File: config.mk
export PLATFORM = sky130hd
export DESIGN_NAME = ladder_boolean_stack_machine
export DESIGN_NICKNAME = d
export VERILOG_FILES = /design/src/rtl/lbsm_pkg.sv /design/src/rtl/ladder_boolean_stack_machine.sv /design/src/rtl/lbsm_cell.sv
export SDC_FILE = /design/constraint.sdc
export NUM_CORES = 1
export LEC_CHECK = 0
export ABC_AREA = 0
export ABC_CLOCK_PERIOD_IN_PS = 5470
export BUFFER_PORTS_ARGS = -buffer_cell sky130_fd_sc_hd__buf_4
export CAP_MARGIN = 20
export CORE_MARGIN = 1.5
export CORE_UTILIZATION = 55
export CTS_BUF_LIST = sky130_fd_sc_hd__clkbuf_4 sky130_fd_sc_hd__clkbuf_8 sky130_fd_sc_hd__clkbuf_16
export CTS_CLUSTER_DIAMETER = 80
export CTS_CLUSTER_SIZE = 25
export DETAILED_ROUTE_END_ITERATION = 6
export GPL_ROUTABILITY_DRIVEN = 0
export MAX_ROUTING_LAYER = met4
export PLACE_DENSITY = 0.72
export SYNTH_ARGS = -nofsm -noshare
export SYNTH_HDL_FRONTEND = slang
export SYNTH_HIERARCHICAL = 1
export SYNTH_SLANG_ARGS = --single-unit
File: constraint.sdc
create_clock -name clk -period 5.47 [get_ports clk]
set_input_delay 0.8205 -clock clk [delete_from_list [all_inputs] [get_ports clk]]
set_output_delay 0.8205 -clock clk [all_outputs]
set_load 0.02 [all_outputs]
File: src/rtl/lbsm_pkg.sv
// ----------------------------------------------------------------------------
// lbsm_pkg: shared types and constants of the boolean stack machine
// Stack depth, I/O address map, word codes and the per-cell control bundle.
// ----------------------------------------------------------------------------
`timescale 1ns / 1ps
`default_nettype none

package lbsm_pkg;

  localparam int unsigned STACK_DEPTH = 16;

  // I/O address map: inputs at the bottom, outputs one page up
  localparam logic [7:0] ADDR_IN_LAST   = 8'h07;
  localparam logic [7:0] ADDR_OUT_FIRST = 8'h10;
  localparam logic [7:0] ADDR_OUT_LAST  = 8'h17;

  localparam int unsigned CFG_IDX_W = 4;

  typedef enum logic [1:0] {
    ACT_BEGIN  = 2'd0,
    ACT_BYTE   = 2'd1,
    ACT_FINISH = 2'd2
  } action_t;

  typedef enum logic [1:0] {
    ST_OK       = 2'd0,
    ST_TRUNC    = 2'd1,
    ST_OVERFLOW = 2'd2,
    ST_UNKNOWN  = 2'd3
  } status_t;

  typedef enum logic [CFG_IDX_W-1:0] {
    CFG_END      = 4'd0,
    CFG_LOAD     = 4'd1,
    CFG_LOAD_NOT = 4'd2,
    CFG_AND      = 4'd3,
    CFG_AND_NOT  = 4'd4,
    CFG_OR       = 4'd5,
    CFG_OR_NOT   = 4'd6,
    CFG_OUT      = 4'd7
  } cfg_idx_t;

  // Control for one stack cell
  typedef struct packed {
    logic clear;  // drop the occupied flag
    logic shift;  // take the neighbour's bit and flag (push)
    logic load;   // take the neighbour's bit and flag without a push (head only)
  } cell_ctl_t;

endpackage : lbsm_pkg

`default_nettype wire

File: src/rtl/ladder_boolean_stack_machine.sv
// ----------------------------------------------------------------------------
// ladder_boolean_stack_machine: instruction-list boolean stack machine
// Runs a ladder program one byte per word on a row of stack cells and
// reports at most one status word with the output image per program.
// ----------------------------------------------------------------------------
//
//  channel | direction | tdata                               | tuser
//  --------+-----------+-------------------------------------+------------------
//  in_     | slave     | [7:0] input_image, [15:8] prog_byte | [1:0] action
//  out_    | master    | [7:0] output_image                  | [1:0] status
//  cfg_    | write     | cfg_wdata = opcode byte value       | cfg_addr = index
//
//  One input word is taken every cycle while in_tready is high; each word
//  updates the stack cells, the I/O image and the sequencing flags in that
//  same cycle. A result word is registered into the output register,
//  or into the skid register behind it, which keeps the input flowing
//  while a result waits; in_tready drops only when both are full.
//  Reset (synchronous, active low) empties the stack cells at once: no
//  clearing pass, so the first word can be taken right after reset.
//
`timescale 1ns / 1ps
`default_nettype none

module ladder_boolean_stack_machine (
  input  wire logic                           clk,
  input  wire logic                           rst_n,
  // input channel
  input  wire logic                           in_tvalid,
  output logic                                in_tready,
  input  wire logic [15:0]                    in_tdata,  // [7:0] input_image, [15:8] prog_byte
  input  wire logic [1:0]                     in_tuser,  // [1:0] action
  // result channel
  output logic                                out_tvalid,
  input  wire logic                           out_tready,
  output logic [7:0]                          out_tdata, // [7:0] output_image
  output logic [1:0]                          out_tuser, // [1:0] status
  // configuration
  input  wire logic                           cfg_we,
  input  wire logic [lbsm_pkg::CFG_IDX_W-1:0] cfg_addr,
  input  wire logic [7:0]                     cfg_wdata
);
  import lbsm_pkg::*;

  // decoded operation kinds held between opcode and address byte
  typedef enum logic [2:0] {
    K_LD   = 3'd0,
    K_LDN  = 3'd1,
    K_AND  = 3'd2,
    K_ANDN = 3'd3,
    K_OR   = 3'd4,
    K_ORN  = 3'd5,
    K_OUT  = 3'd6,
    K_BAD  = 3'd7
  } op_t;

  // ---------------------------------------------------------------- config
  logic [7:0] code_end_r, code_load_r, code_load_not_r, code_and_r;
  logic [7:0] code_and_not_r, code_or_r, code_or_not_r, code_out_r;

  always_ff @(posedge clk) begin
    if (!rst_n) begin
      code_end_r      <= 8'd0;
      code_load_r     <= 8'd1;
      code_load_not_r <= 8'd2;
      code_and_r      <= 8'd3;
      code_and_not_r  <= 8'd4;
      code_or_r       <= 8'd5;
      code_or_not_r   <= 8'd6;
      code_out_r      <= 8'd7;
    end else if (cfg_we) begin
      unique case (cfg_addr)
        CFG_END:      code_end_r      <= cfg_wdata;
        CFG_LOAD:     code_load_r     <= cfg_wdata;
        CFG_LOAD_NOT: code_load_not_r <= cfg_wdata;
        CFG_AND:      code_and_r      <= cfg_wdata;
        CFG_AND_NOT:  code_and_not_r  <= cfg_wdata;
        CFG_OR:       code_or_r       <= cfg_wdata;
        CFG_OR_NOT:   code_or_not_r   <= cfg_wdata;
        CFG_OUT:      code_out_r      <= cfg_wdata;
        default:      ; // indexes past the register list are dropped
      endcase
    end
  end

  // ------------------------------------------------------------ word fields
  logic       in_fire;
  logic [7:0] in_image;
  logic [7:0] prog_byte;

  assign in_fire   = in_tvalid && in_tready;
  assign in_image  = in_tdata[7:0];
  assign prog_byte = in_tdata[15:8];

  // first match wins, in register order
  function automatic op_t decode_op(input logic [7:0] b,
                                    input logic [7:0] c_ld, input logic [7:0] c_ldn,
                                    input logic [7:0] c_and, input logic [7:0] c_andn,
                                    input logic [7:0] c_or, input logic [7:0] c_orn,
                                    input logic [7:0] c_out);
    op_t k;
    if      (b == c_ld)   k = K_LD;
    else if (b == c_ldn)  k = K_LDN;
    else if (b == c_and)  k = K_AND;
    else if (b == c_andn) k = K_ANDN;
    else if (b == c_or)   k = K_OR;
    else if (b == c_orn)  k = K_ORN;
    else if (b == c_out)  k = K_OUT;
    else                  k = K_BAD;
    return k;
  endfunction

  // --------------------------------------------------------- program state
  logic [7:0] latched_r, latched_nxt;
  logic [7:0] out_bits_r, out_bits_nxt;
  logic       expect_addr_r, expect_addr_nxt;
  op_t        pending_r, pending_nxt;
  logic       halted_r, halted_nxt;

  // ------------------------------------------------------------ stack cells
  logic [STACK_DEPTH-1:0] cell_bit;
  logic [STACK_DEPTH-1:0] cell_occ;
  cell_ctl_t              head_ctl;
  cell_ctl_t              tail_ctl;
  logic                   head_bit;  // value entering the head cell

  // head cell sits at index 0 and is the top of the stack
  for (genvar i = 0; i < STACK_DEPTH; i++) begin : g_cell
    if (i == 0) begin : g_head
      lbsm_cell u_cell (
        .clk      (clk),
        .rst_n    (rst_n),
        .ctl      (head_ctl),
        .prev_bit (head_bit),
        .prev_occ (1'b1),
        .bit_q    (cell_bit[i]),
        .occ_q    (cell_occ[i])
      );
    end else begin : g_body
      lbsm_cell u_cell (
        .clk      (clk),
        .rst_n    (rst_n),
        .ctl      (tail_ctl),
        .prev_bit (cell_bit[i-1]),
        .prev_occ (cell_occ[i-1]),
        .bit_q    (cell_bit[i]),
        .occ_q    (cell_occ[i])
      );
    end
  end

  // -------------------------------------------------------- execute a word
  logic       has_top;
  logic       stack_full;
  logic       io_val;
  logic       is_in_addr;
  logic       is_out_addr;
  logic       res_valid;
  status_t    res_status;
  logic       do_clear, do_push, do_load;

  assign has_top     = cell_occ[0];
  assign stack_full  = cell_occ[STACK_DEPTH-1];
  assign is_in_addr  = (prog_byte <= ADDR_IN_LAST);
  assign is_out_addr = (prog_byte >= ADDR_OUT_FIRST) && (prog_byte <= ADDR_OUT_LAST);

  // unmapped addresses read as zero
  always_comb begin
    if (is_in_addr) begin
      io_val = latched_r[prog_byte[2:0]];
    end else if (is_out_addr) begin
      io_val = out_bits_r[prog_byte[2:0]];
    end else begin
      io_val = 1'b0;
    end
  end

  always_comb begin
    latched_nxt     = latched_r;
    out_bits_nxt    = out_bits_r;
    expect_addr_nxt = expect_addr_r;
    pending_nxt     = pending_r;
    halted_nxt      = halted_r;
    res_valid       = 1'b0;
    res_status      = ST_OK;
    do_clear        = 1'b0;
    do_push         = 1'b0;
    do_load         = 1'b0;
    head_bit        = io_val;

    if (in_fire) begin
      case (in_tuser)
        ACT_BEGIN: begin
          // abandon any running program and start afresh; outputs are kept
          latched_nxt     = in_image;
          do_clear        = 1'b1;
          expect_addr_nxt = 1'b0;
          pending_nxt     = K_LD;
          halted_nxt      = 1'b0;
        end
        ACT_FINISH: begin
          if (!halted_r) begin
            res_valid  = 1'b1;
            res_status = expect_addr_r ? ST_TRUNC : ST_OK;
          end
        end
        ACT_BYTE: begin
          if (!halted_r && !expect_addr_r) begin
            if (prog_byte == code_end_r) begin
              res_valid  = 1'b1;
              res_status = ST_OK;
            end else begin
              pending_nxt     = decode_op(prog_byte, code_load_r, code_load_not_r,
                                          code_and_r, code_and_not_r, code_or_r,
                                          code_or_not_r, code_out_r);
              expect_addr_nxt = 1'b1;
            end
          end else if (!halted_r) begin
            expect_addr_nxt = 1'b0;
            case (pending_r) inside
              K_LD, K_LDN: begin
                if (stack_full) begin
                  res_valid  = 1'b1;
                  res_status = ST_OVERFLOW;
                end else begin
                  head_bit = (pending_r == K_LD) ? io_val : ~io_val;
                  do_push  = 1'b1;
                end
              end
              K_AND: begin
                head_bit = cell_bit[0] & io_val;
                do_load  = has_top;
              end
              K_ANDN: begin
                head_bit = cell_bit[0] & ~io_val;
                do_load  = has_top;
              end
              K_OR: begin
                head_bit = cell_bit[0] | io_val;
                do_load  = has_top;
              end
              K_ORN: begin
                head_bit = cell_bit[0] | ~io_val;
                do_load  = has_top;
              end
              K_OUT: begin
                // writes to inputs or unmapped addresses fall away
                if (has_top && is_out_addr) begin
                  out_bits_nxt[prog_byte[2:0]] = cell_bit[0];
                end
              end
              default: begin
                res_valid  = 1'b1;
                res_status = ST_UNKNOWN;
              end
            endcase
          end
        end
        default: ; // unused action code: drop the word
      endcase

      // any result ends the program
      if (res_valid) begin
        halted_nxt      = 1'b1;
        expect_addr_nxt = 1'b0;
      end
    end
  end

  assign head_ctl = '{clear: do_clear, shift: do_push, load: do_load};
  assign tail_ctl = '{clear: do_clear, shift: do_push, load: 1'b0};

  always_ff @(posedge clk) begin
    if (!rst_n) begin
      latched_r     <= 8'd0;
      out_bits_r    <= 8'd0;
      expect_addr_r <= 1'b0;
      pending_r     <= K_LD;
      halted_r      <= 1'b1;
    end else begin
      latched_r     <= latched_nxt;
      out_bits_r    <= out_bits_nxt;
      expect_addr_r <= expect_addr_nxt;
      pending_r     <= pending_nxt;
      halted_r      <= halted_nxt;
    end
  end

  // ------------------------------------------------- output and skid stage
  logic       out_valid_r, out_valid_nxt;
  status_t    out_status_r, out_status_nxt;
  logic [7:0] out_image_r, out_image_nxt;
  logic       skid_valid_r, skid_valid_nxt;
  status_t    skid_status_r, skid_status_nxt;
  logic [7:0] skid_image_r, skid_image_nxt;
  logic       out_take;

  // the output register can load when empty or being drained
  assign out_take = !out_valid_r || out_tready;

  always_comb begin
    out_valid_nxt   = out_valid_r;
    out_status_nxt  = out_status_r;
    out_image_nxt   = out_image_r;
    skid_valid_nxt  = skid_valid_r;
    skid_status_nxt = skid_status_r;
    skid_image_nxt  = skid_image_r;
    if (out_take) begin
      if (skid_valid_r) begin
        // advance the older word first; no new result while the skid is full
        out_valid_nxt  = 1'b1;
        out_status_nxt = skid_status_r;
        out_image_nxt  = skid_image_r;
        skid_valid_nxt = 1'b0;
      end else begin
        out_valid_nxt  = res_valid;
        out_status_nxt = res_status;
        out_image_nxt  = out_bits_r;
      end
    end else if (res_valid) begin
      // hold the new result aside while the output stalls
      skid_valid_nxt  = 1'b1;
      skid_status_nxt = res_status;
      skid_image_nxt  = out_bits_r;
    end
  end

  always_ff @(posedge clk) begin
    if (!rst_n) begin
      out_valid_r  <= 1'b0;
      skid_valid_r <= 1'b0;
    end else begin
      out_valid_r  <= out_valid_nxt;
      skid_valid_r <= skid_valid_nxt;
    end
  end

  always_ff @(posedge clk) begin
    out_status_r  <= out_status_nxt;
    out_image_r   <= out_image_nxt;
    skid_status_r <= skid_status_nxt;
    skid_image_r  <= skid_image_nxt;
  end

  assign in_tready  = !skid_valid_r;
  assign out_tvalid = out_valid_r;
  assign out_tdata  = out_image_r;
  assign out_tuser  = out_status_r;

endmodule : ladder_boolean_stack_machine

`default_nettype wire

File: src/rtl/lbsm_cell.sv
// ----------------------------------------------------------------------------
// lbsm_cell: one entry of the bit stack
// Holds a stack bit and its occupied flag; takes both from the upstream
// neighbour on a push, or on a head rewrite.
// ----------------------------------------------------------------------------
`timescale 1ns / 1ps
`default_nettype none

module lbsm_cell (
  input  wire logic              clk,
  input  wire logic              rst_n,
  input  wire lbsm_pkg::cell_ctl_t ctl,
  input  wire logic              prev_bit,
  input  wire logic              prev_occ,
  output logic                   bit_q,
  output logic                   occ_q
);
  import lbsm_pkg::*;

  logic bit_r;
  logic occ_r;

  always_ff @(posedge clk) begin
    if (!rst_n) begin
      occ_r <= 1'b0;
    end else if (ctl.clear) begin
      occ_r <= 1'b0;
    end else if (ctl.shift || ctl.load) begin
      occ_r <= prev_occ;
    end
  end

  // payload: no reset, an empty cell is never read
  always_ff @(posedge clk) begin
    if (ctl.shift || ctl.load) begin
      bit_r <= prev_bit;
    end
  end

  assign bit_q = bit_r;
  assign occ_q = occ_r;

endmodule : lbsm_cell

`default_nettype wire

==> run_results.csv, run 1 <==
group,metric,value,unit
run_status,status,"complete, no violations",
die,dieHeight,107,um
timing,worst_clock_skew,0.00917,ns
final_layout,antenna_cells,0,
pwr,seqPwrFrac,43.6,%
timing,finalMaxSlewViolations,0,
pwr,comb_power_share,6.4,%
final_layout,drive_gt1_share,14.5,%
worst_hold_path,hold_class,"reg2reg",
pwr,swShare,21.9,%
cts,path_clk_slew,0.06,ns
cts,cts_buffer_depth,2,
detailed_routing,drt-total-wl,13000,um
final_layout,area_growth_syn_to_layout,17.9,%
synth,avgSynthCellArea,9.64,um2
die,die-area,11400,um2
pwr,peakVddDrop,0.210,mV
pwr,switchingPower,472,uW
timing,rsz0062_at_grt,"no",
timing,hold_viol,0,
timing,finalSetupTns,0,ns
pwr,power_density,309,nW/um2
synth,syn_area,5920,um2
detailed_routing,drcViolationCount,0,
cts,htreeDepth,4,
critical_path,cp_cell_sequence,"buf_4 -> xor2_1 -> nor4_2 -> and2_1 -> nor2_1 -> o31a_1 -> nor2_1",
final_layout,n_fill_cell,844,
critical_path,crit_path_max_fanout,10,
critical_path,critical_path.top_delay_family,"simple AND/OR/NAND/NOR gates",
detailed_routing,dr.pass1.iters,4,
cts,root_buffer,"clkbuf_8",
pwr,p_int,1690,uW
critical_path,worst-path-buf-inv,1,
timing,finalSetupViolations,0,
die,pin_count,47,
critical_path,arrival,2.79,ns
timing,max_slew_margin,21.1,%
grt,grt_max_degree,45,
grt,antenna_found_initial,0,
die,coreArea,10400,um2
place,io_buffers,46,
critical_path,critPathKind,"in2reg",
detailed_routing,vias_per_cell,5.34,
critical_path,start_kind,"primary input",
synth,yosys_warnings,6,
timing,fin_crit_sh,48.2,%
cts,cts_hold_buf,0,
final_layout,ff_latch_area,2690,um2
detailed_routing,final_antenna_net_count,0,
critical_path,crit_top_cell,"nor2_1",
final_layout,multi_input_area,3130,um2
timing,layout_min_cycle_time,2.64,ns
grt,grt-ovfl-total,0,
timing,holdWs,0.454,ns
place,place_hpwl,8850,um
critical_path,cpMaxStageDelayCell,"nor2_1",
detailed_routing,vias,4383,
cts,cts.sinks,124,
detailed_routing,drt_iter0_markers,197,
grt,grt_pass1_vias,4266,
grt,grt_usage,25.2,%
timing,fmax,379,MHz
critical_path,end_kind,"flop",
run,drv_cap,0,
critical_path,critPathMaxStageDelay,0.60,ns
cts,post-cts-setup-buffer-count,0,
pwr,p_leak,0.00301,uW
die,die_x,107,um
pwr,p_clk_share,50.1,%
die,start_util,57.1,%
synth,netlist_instances,614,
cts,cts_tree,"done",
timing,worst_pin_slew,1.18,ns
grt,grt_pass1_wl,21300,um
die,rows,37,
critical_path,crit_required,5.62,ns
cts,cts_made_buffers,17,
cts,worstSkewPairLatency,0.53,ns
detailed_routing,wl_per_cell,15.8,um
cts,cts_resized,0,
final_layout,fin_nets,711,
metal layers:
metal | vias to the layer above | global-route usage (%) | routed length [um]
li1 | 2187 | - | -
met1 | 2082 | 32.5 | 6340
met2 | 100 | 39.3 | 5980
met3 | 14 | 4.80 | 504
met4 | 0 | 9.52 | 177
met5 | - | - | 0
registers in the layout, indices dropped and copies added (netlist names), 2 cells and up:
name and cells:
code_or_r 8, out_tdata 8, skid_status_r 2, code_out_r 8, pending_r 3, out_tuser 2, code_or_not_r 8, skid_image_r 8
out_bits_r 8, code_load_not_r 8, latched_r 8, code_end_r 8, code_and_not_r 8, code_load_r 8, code_and_r 8, g_cell.g_body.u_cell/occ_q 15
worst reg2reg max path: cells and delay by family, from the launching register on:
family / cells / cell delay [ns]
DFF: 1 / 0.45
and+or+nand+nor: 4 / 1.51
AOI/OAI and AO/OA: 1 / 0.29
layout make-up:
| class | instances | area share [%] |
|---|---|---|
| Clock buffer | 23 | 6.94 |
| Clock inverter | 8 | 1.29 |
| Inverter | 11 | 0.592 |
| Multi-Input combinational cell | 469 | 44.8 |
| Sequential cell | 124 | 38.6 |
| Tap cell | 136 | 2.44 |
| Timing Repair Buffer | 50 | 5.38 |
cells in the final DEF, fill, tap and decap left out, drive strengths merged, types with 3 or more instances in the layout:
cell type	n
edfxtp	21
nand2	51
a21oi	32
and2	3
xnor2	17
conb	31
nand2b	18
a31oi	4
nor3b	4
xor2	48
mux2i	75
nor2	73
clkbuf	23
or3b	16
dfxtp	103
buf	50
nand3	6
ha	3
a21o	3
clkinv	7
nand3b	4
nor2b	9
o21ai	18
mux2	8
nor4	14
inv	10
nand4	6
worst paths after layout:
kind	start	to	slack [ns]	cells past startpoint
worst min-delay path	latched_r[1]$_SDFFE_PN0P_	latched_r[1]$_SDFFE_PN0P_	0.45	2
worst max register to register	skid_valid_r$_SDFFE_PP0P_	skid_image_r[3]$_DFFE_PP_	2.84	5
worst min register to register	latched_r[1]$_SDFFE_PN0P_	latched_r[1]$_SDFFE_PN0P_	0.45	2
worst max-delay path	in_tdata[14]	skid_image_r[3]$_DFFE_PP_	2.83	7
per-stage QoR:
stage	util, %	instance area, um2	instances	power, uW	setup WS [ns]
CTS	67.3	6980	821	2170	2.83
floorplan	-	6030	643	1050	1.76
finish	67.3	6980	821	2160	2.83
global placement	61.8	6410	790	1090	2.36
detailed placement	61.8	6410	790	1100	2.29
global route	67.3	6980	821	2230	2.62
power groups by stage:
stage	clock network (uW)	registers, uW	logic (uW)
after CTS	1100	941	137
after global placement	0	960	133
after global routing	1140	941	151
after floorplan	0	958	93.7
after detailed placement	0	960	135
final	1080	941	138
Power figures use the tool's default switching activity.
==> inputs of run 2 (changes only) <==
ABC_CLOCK_PERIOD_IN_PS = 2600   (was 5470)
clock period = 2.6 ns   (was 5.47 ns; I/O delays follow)
==> run 2 against run 1 <==
Compared with the run above: register-to-register slack got worse by 2.5 ns; global-route usage increased by 0.90 points; clock skew fell by 0.0023 ns; non-clock buffer count increased by 9; hold slack worse by 0.33 ns; final cell count grew 1.2%; setup slack got worse by 2.5 ns; highest routed layer unchanged; design area up 1.4%; via count rose by 2.9%; critical path type is now reg2reg; first-iteration DRC count grew 1.5%; sequential power up 110%; clock power rose by 120%.
==> run_results.csv, run 2 (synthesis gave the netlist of run 1 again) <==
group,metric,value,unit
pwr,p_leak,0.00304,uW
timing,finalSetupViolations,0,
pwr,p_int,3630,uW
detailed_routing,wl_per_cell,16.2,um
cts,cts_hold_buf,0,
timing,layout_min_cycle_time,2.27,ns
final_layout,design_area,7080,um2
pwr,p_clk_share,51.1,%
timing,worst_slack,0.329,ns
timing,finalMaxSlewViolations,0,
critical_path,critPathMaxStageDelay,0.46,ns
die,pin_count,47,
critical_path,cpMaxStageDelayCell,"dfxtp_1",
place,io_buffers,46,
pwr,comb_power_share,6.4,%
timing,max_slew_margin,56.0,%
critical_path,end_kind,"flop",
detailed_routing,drcViolationCount,0,
pwr,switchingPower,1030,uW
critical_path,critPathKind,"reg2reg",
die,dieHeight,107,um
timing,rsz0062_at_grt,"no",
pwr,seqPwrFrac,42.5,%
run_status,status,"complete, no violations",
detailed_routing,drt-total-wl,13500,um
detailed_routing,final_antenna_net_count,0,
place,dpl-instance-area,6480,um2
place,dpl_worst_slack,0.278,ns
grt,grt_max_degree,34,
grt,grt_pass1_vias,4447,
pwr,power_density,658,nW/um2
die,rows,37,
die,coreArea,10400,um2
grt,grt-ovfl-total,0,
pwr,swShare,22.0,%
timing,hold_viol,0,
die,die-area,11400,um2
final_layout,layout_common_cells,"dfxtp_1 (103), mux2i_1 (75), nor2_1 (72)",
critical_path,crit_required,2.82,ns
cts,path_clk_slew,0.06,ns
grt,grt_usage,26.1,%
place,place_hpwl,9180,um
timing,worst_pin_slew,0.659,ns
die,start_util,57.1,%
cts,cts_buffer_depth,2,
timing,fmax,440,MHz
timing,finalSetupTns,0,ns
detailed_routing,vias_per_cell,5.43,
detailed_routing,drt_iter0_markers,200,
critical_path,crit_path_max_fanout,12,
final_layout,drive_gt1_share,15.3,%
final_layout,final_common_cell,"dfxtp_1",
detailed_routing,dr.pass1.iters,5,
timing,fin_crit_sh,87.3,%
final_layout,area_growth_syn_to_layout,19.6,%
die,die_x,107,um
cts,cts_resized,0,
cts,root_buffer,"clkbuf_8",
cts,cts_made_buffers,17,
critical_path,cp_cell_sequence,"nor2b_1 -> nor3b_1 -> nand2_1 -> o31a_1 -> nor2_1 -> buf_4",
pwr,p_total,4660,uW
final_layout,largest_reg_flops,15,
cts,worstSkewPairLatency,0.51,ns
cts,htreeDepth,4,
critical_path,start_kind,"flop",
final_layout,fin_nets,720,
grt,grt_pass1_wl,22200,um
run,drv_cap,0,
grt,antenna_found_initial,0,
pwr,peakVddDrop,0.517,mV
critical_path,arrival,2.49,ns
worst_hold_path,hold_class,"in2reg",
critical_path,r2r_slack,0.33,ns
final_layout,antenna_cells,0,
final_layout,finalCoreUtilization,68.3,%
cts,post-cts-setup-buffer-count,0,
detailed_routing,vias,4512,
cts,cts.sinks,124,
cts,cts_tree,"done",
timing,worst_clock_skew,0.00690,ns
[run 2: cell count changes in the layout (fill, tap and decap cells not counted), sizes merged]
| cell | before | now |
|---|---|---|
| clkinvlp | 0 | 4 |
| clkbuf | 23 | 18 |
| buf | 50 | 59 |
| bufinv | 2 | 4 |
[run 2: path summary, 6_finish.rpt]
check / startpoint / end / cells past startpoint
worst max-delay path: skid_valid_r$_SDFFE_PP0P_ / skid_image_r[6]$_DFFE_PP_ / 6
worst min-delay path: in_tdata[2] / latched_r[2]$_SDFFE_PN0P_ / 3
worst max register to register: skid_valid_r$_SDFFE_PP0P_ / skid_image_r[6]$_DFFE_PP_ / 6
worst min register to register: latched_r[1]$_SDFFE_PN0P_ / latched_r[1]$_SDFFE_PN0P_ / 2
[run 2: area by class of cell]
type,instances,area (um2)
fill,859,3290
multi-input combinational,469,3140
sequential,124,2690
timing repair buffer,59,443
clock buffer,18,422
clock inverter,14,176
tap,136,170
inverter,11,41.3
[run 2: worst max-delay path, delay by kind of cell (launching register included)]
| kind | cells | cell delay, ns |
|---|---|---|
| simple gates | 4 | 1.02 |
| buf+inv | 1 | 0.20 |
| compound gates | 1 | 0.30 |
| flops | 1 | 0.46 |
[run 2: power by group through the flow]
stage          logic [uW]  clock network (uW)  registers (uW)
2_1_floorplan         197                   0            2020
5_1_grt               328                2490            1980
6_report              299                2380            1980
3_3_place_gp          287                   0            2020
4_1_cts               296                2410            1980
3_5_place_dp          293                   0            2020
[run 2: per-layer routing]
metal	GRT usage [%]	up-vias	wire length, um	share of wire (%)
met5	-	-	0	0
met4	6.67	0	71	0.53
met3	7.48	9	793	5.9
met2	41.0	112	6390	47
met1	33.1	2171	6240	46
li1	-	2220	-	-
[run 2: per-stage QoR]
step,cells,hold slack [ns]
floorplan,643,0.432
global placement,799,0.442
detailed placement,799,0.443
CTS,831,0.104
global route,831,0.105
finish,831,0.124
==> inputs of run 3 (changes only) <==
RECOVER_POWER = 50   (was default)
==> run 3 against run 2 <==
Compared with the run above: count of clock-buffer cells in the layout did not move; clock power barely moved; sequential share of layout area rose by 0.16 points; hold slack improved by 0.00054 ns; sequential power barely moved; fmax fell by 0.20%; register-to-register slack barely moved; sequential cell count did not move; critical endpoint is now skid_status_r[0]$_DFFE_PP_.
==> run_results.csv, run 3 (synthesis gave the netlist of run 1 again) <==
group,metric,value,unit
run_status,status,"complete, no violations",
pwr,p_leak,0.00302,uW
final_layout,layout_common_cells,"dfxtp_1 (103), mux2i_1 (75), nor2_1 (73)",
timing,fin_crit_sh,87.5,%
timing,worst_pin_slew,1.08,ns
final_layout,antenna_cells,0,
detailed_routing,final_antenna_net_count,0,
critical_path,crit_required,2.81,ns
cts,worstSkewPairLatency,0.51,ns
critical_path,start_kind,"flop",
die,coreArea,10400,um2
detailed_routing,dr.pass1.iters,4,
cts,htreeDepth,4,
detailed_routing,wl_per_cell,16.2,um
timing,finalMaxSlewViolations,0,
final_layout,n_fill_cell,861,
die,pin_count,47,
cts,cts_buffer_depth,2,
cts,cts_tree,"done",
worst_hold_path,hold_class,"in2reg",
cts,cts_made_buffers,17,
timing,finalSetupTns,0,ns
timing,rsz0062_at_grt,"no",
critical_path,cpMaxStageDelayCell,"dfxtp_1",
cts,path_clk_slew,0.06,ns
critical_path,rr_worst_depth,6,
detailed_routing,vias_per_cell,5.40,
critical_path,arrival,2.49,ns
pwr,p_total,4660,uW
timing,holdWs,0.125,ns
grt,grt_pass1_vias,4447,
critical_path,critPathKind,"reg2reg",
timing,fmax,439,MHz
detailed_routing,drt_iter0_markers,204,
critical_path,end_kind,"flop",
grt,busiest_layer,"met2",
worst_hold_path,holdPathStages,3,
place,io_buffers,46,
critical_path,crit_path_max_fanout,12,
critical_path,critPathMaxStageDelay,0.46,ns
grt,grt-ovfl-total,0,
final_layout,area_growth_syn_to_layout,19.1,%
run,drv_cap,0,
grt,antenna_found_initial,0,
grt,met3_usage,7.48,%
detailed_routing,drt-total-wl,13500,um
final_layout,largest_reg_flops,15,
final_layout,fin_nets,720,
grt,grt_pass1_wl,22200,um
cts,cts.sinks,124,
timing,max_slew_margin,28.0,%
timing,hold_viol,0,
final_layout,final_common_cell,"dfxtp_1",
final_layout,drive_gt1_share,14.0,%
grt,grt_max_degree,34,
detailed_routing,drcViolationCount,0,
die,die-area,11400,um2
detailed_routing,vias,4491,
critical_path,cp_cell_sequence,"nor2b_1 -> nor3b_1 -> nand2_1 -> o31a_1 -> nor2_1 -> buf_4",
die,start_util,57.1,%
pwr,power_density,661,nW/um2
die,dieHeight,107,um
grt,met1_usage,33.1,%
grt,grt_usage,26.1,%
grt,globalRouteMet2Util,41.0,%
timing,worst_clock_skew,0.00937,ns
cts,root_buffer,"clkbuf_8",
die,die_x,107,um
pwr,peakVddDrop,0.515,mV
place,place_hpwl,9180,um
die,rows,37,
timing,finalSetupViolations,0,
timing,layout_min_cycle_time,2.28,ns
cts,cts_hold_buf,0,
cts,cts_resized,0,
cts,post-cts-setup-buffer-count,0,
==> run 3: changes by cell type in the layout (fill, tap and decap cells not counted), moves of 2 or more <==
cell and delta:
buf_4 -10, clkbuf_1 +6, clkbuf_2 +2, clkbuf_4 +2
==> run 3: metrics by stage <==
step           cells  setup WS, ns  util, %  instance area (um2)
2_1_floorplan    643        0.0460        -                 6030
3_3_place_gp     799         0.310     62.5                 6480
3_5_place_dp     799         0.278     62.5                 6480
4_1_cts          831         0.338     68.3                 7080
5_1_grt          831         0.160     68.0                 7050
6_report         831         0.325     68.0                 7050
==> run 3: critical path: cells and delay by family (launching register included) <==
kind                   cells  cell delay (ns)
buffers and inverters      1             0.20
AO/OA/AOI/OAI              1             0.30
AND/OR/NAND/NOR            4             1.02
flip-flops                 1             0.46
==> run 3: worst paths after layout <==
check	end	slack [ns]	from
min	latched_r[2]$_SDFFE_PN0P_	0.12	in_tdata[2]
min reg2reg	latched_r[1]$_SDFFE_PN0P_	0.45	latched_r[1]$_SDFFE_PN0P_
max reg2reg	skid_status_r[0]$_DFFE_PP_	0.32	skid_valid_r$_SDFFE_PP0P_
max	skid_status_r[0]$_DFFE_PP_	0.32	skid_valid_r$_SDFFE_PP0P_
==> run 3: where the power goes <==
part	leakage [uW]	switching, uW	total (uW)	internal [uW]
Combinational	0.00165	179	296	117
Sequential	0.00108	14.1	1980	1970
Clock	0.000283	834	2380	1550
==> run 3: layout make-up <==
class,count,area (um2),share of cell area (%)
Clock inverter,14,176,2.50
Clock buffer,18,422,5.98
Tap cell,136,170,2.41
Sequential cell,124,2690,38.2
Inverter,11,41.3,0.586
Timing Repair Buffer,59,415,5.89
Multi-Input combinational cell,469,3130,44.4
==> run 3: per-layer routing <==
layer	wire length, um	up-vias
li1	-	2220
met1	6210	2146
met2	6330	114
met3	817	11
met4	108	0
met5	0	-
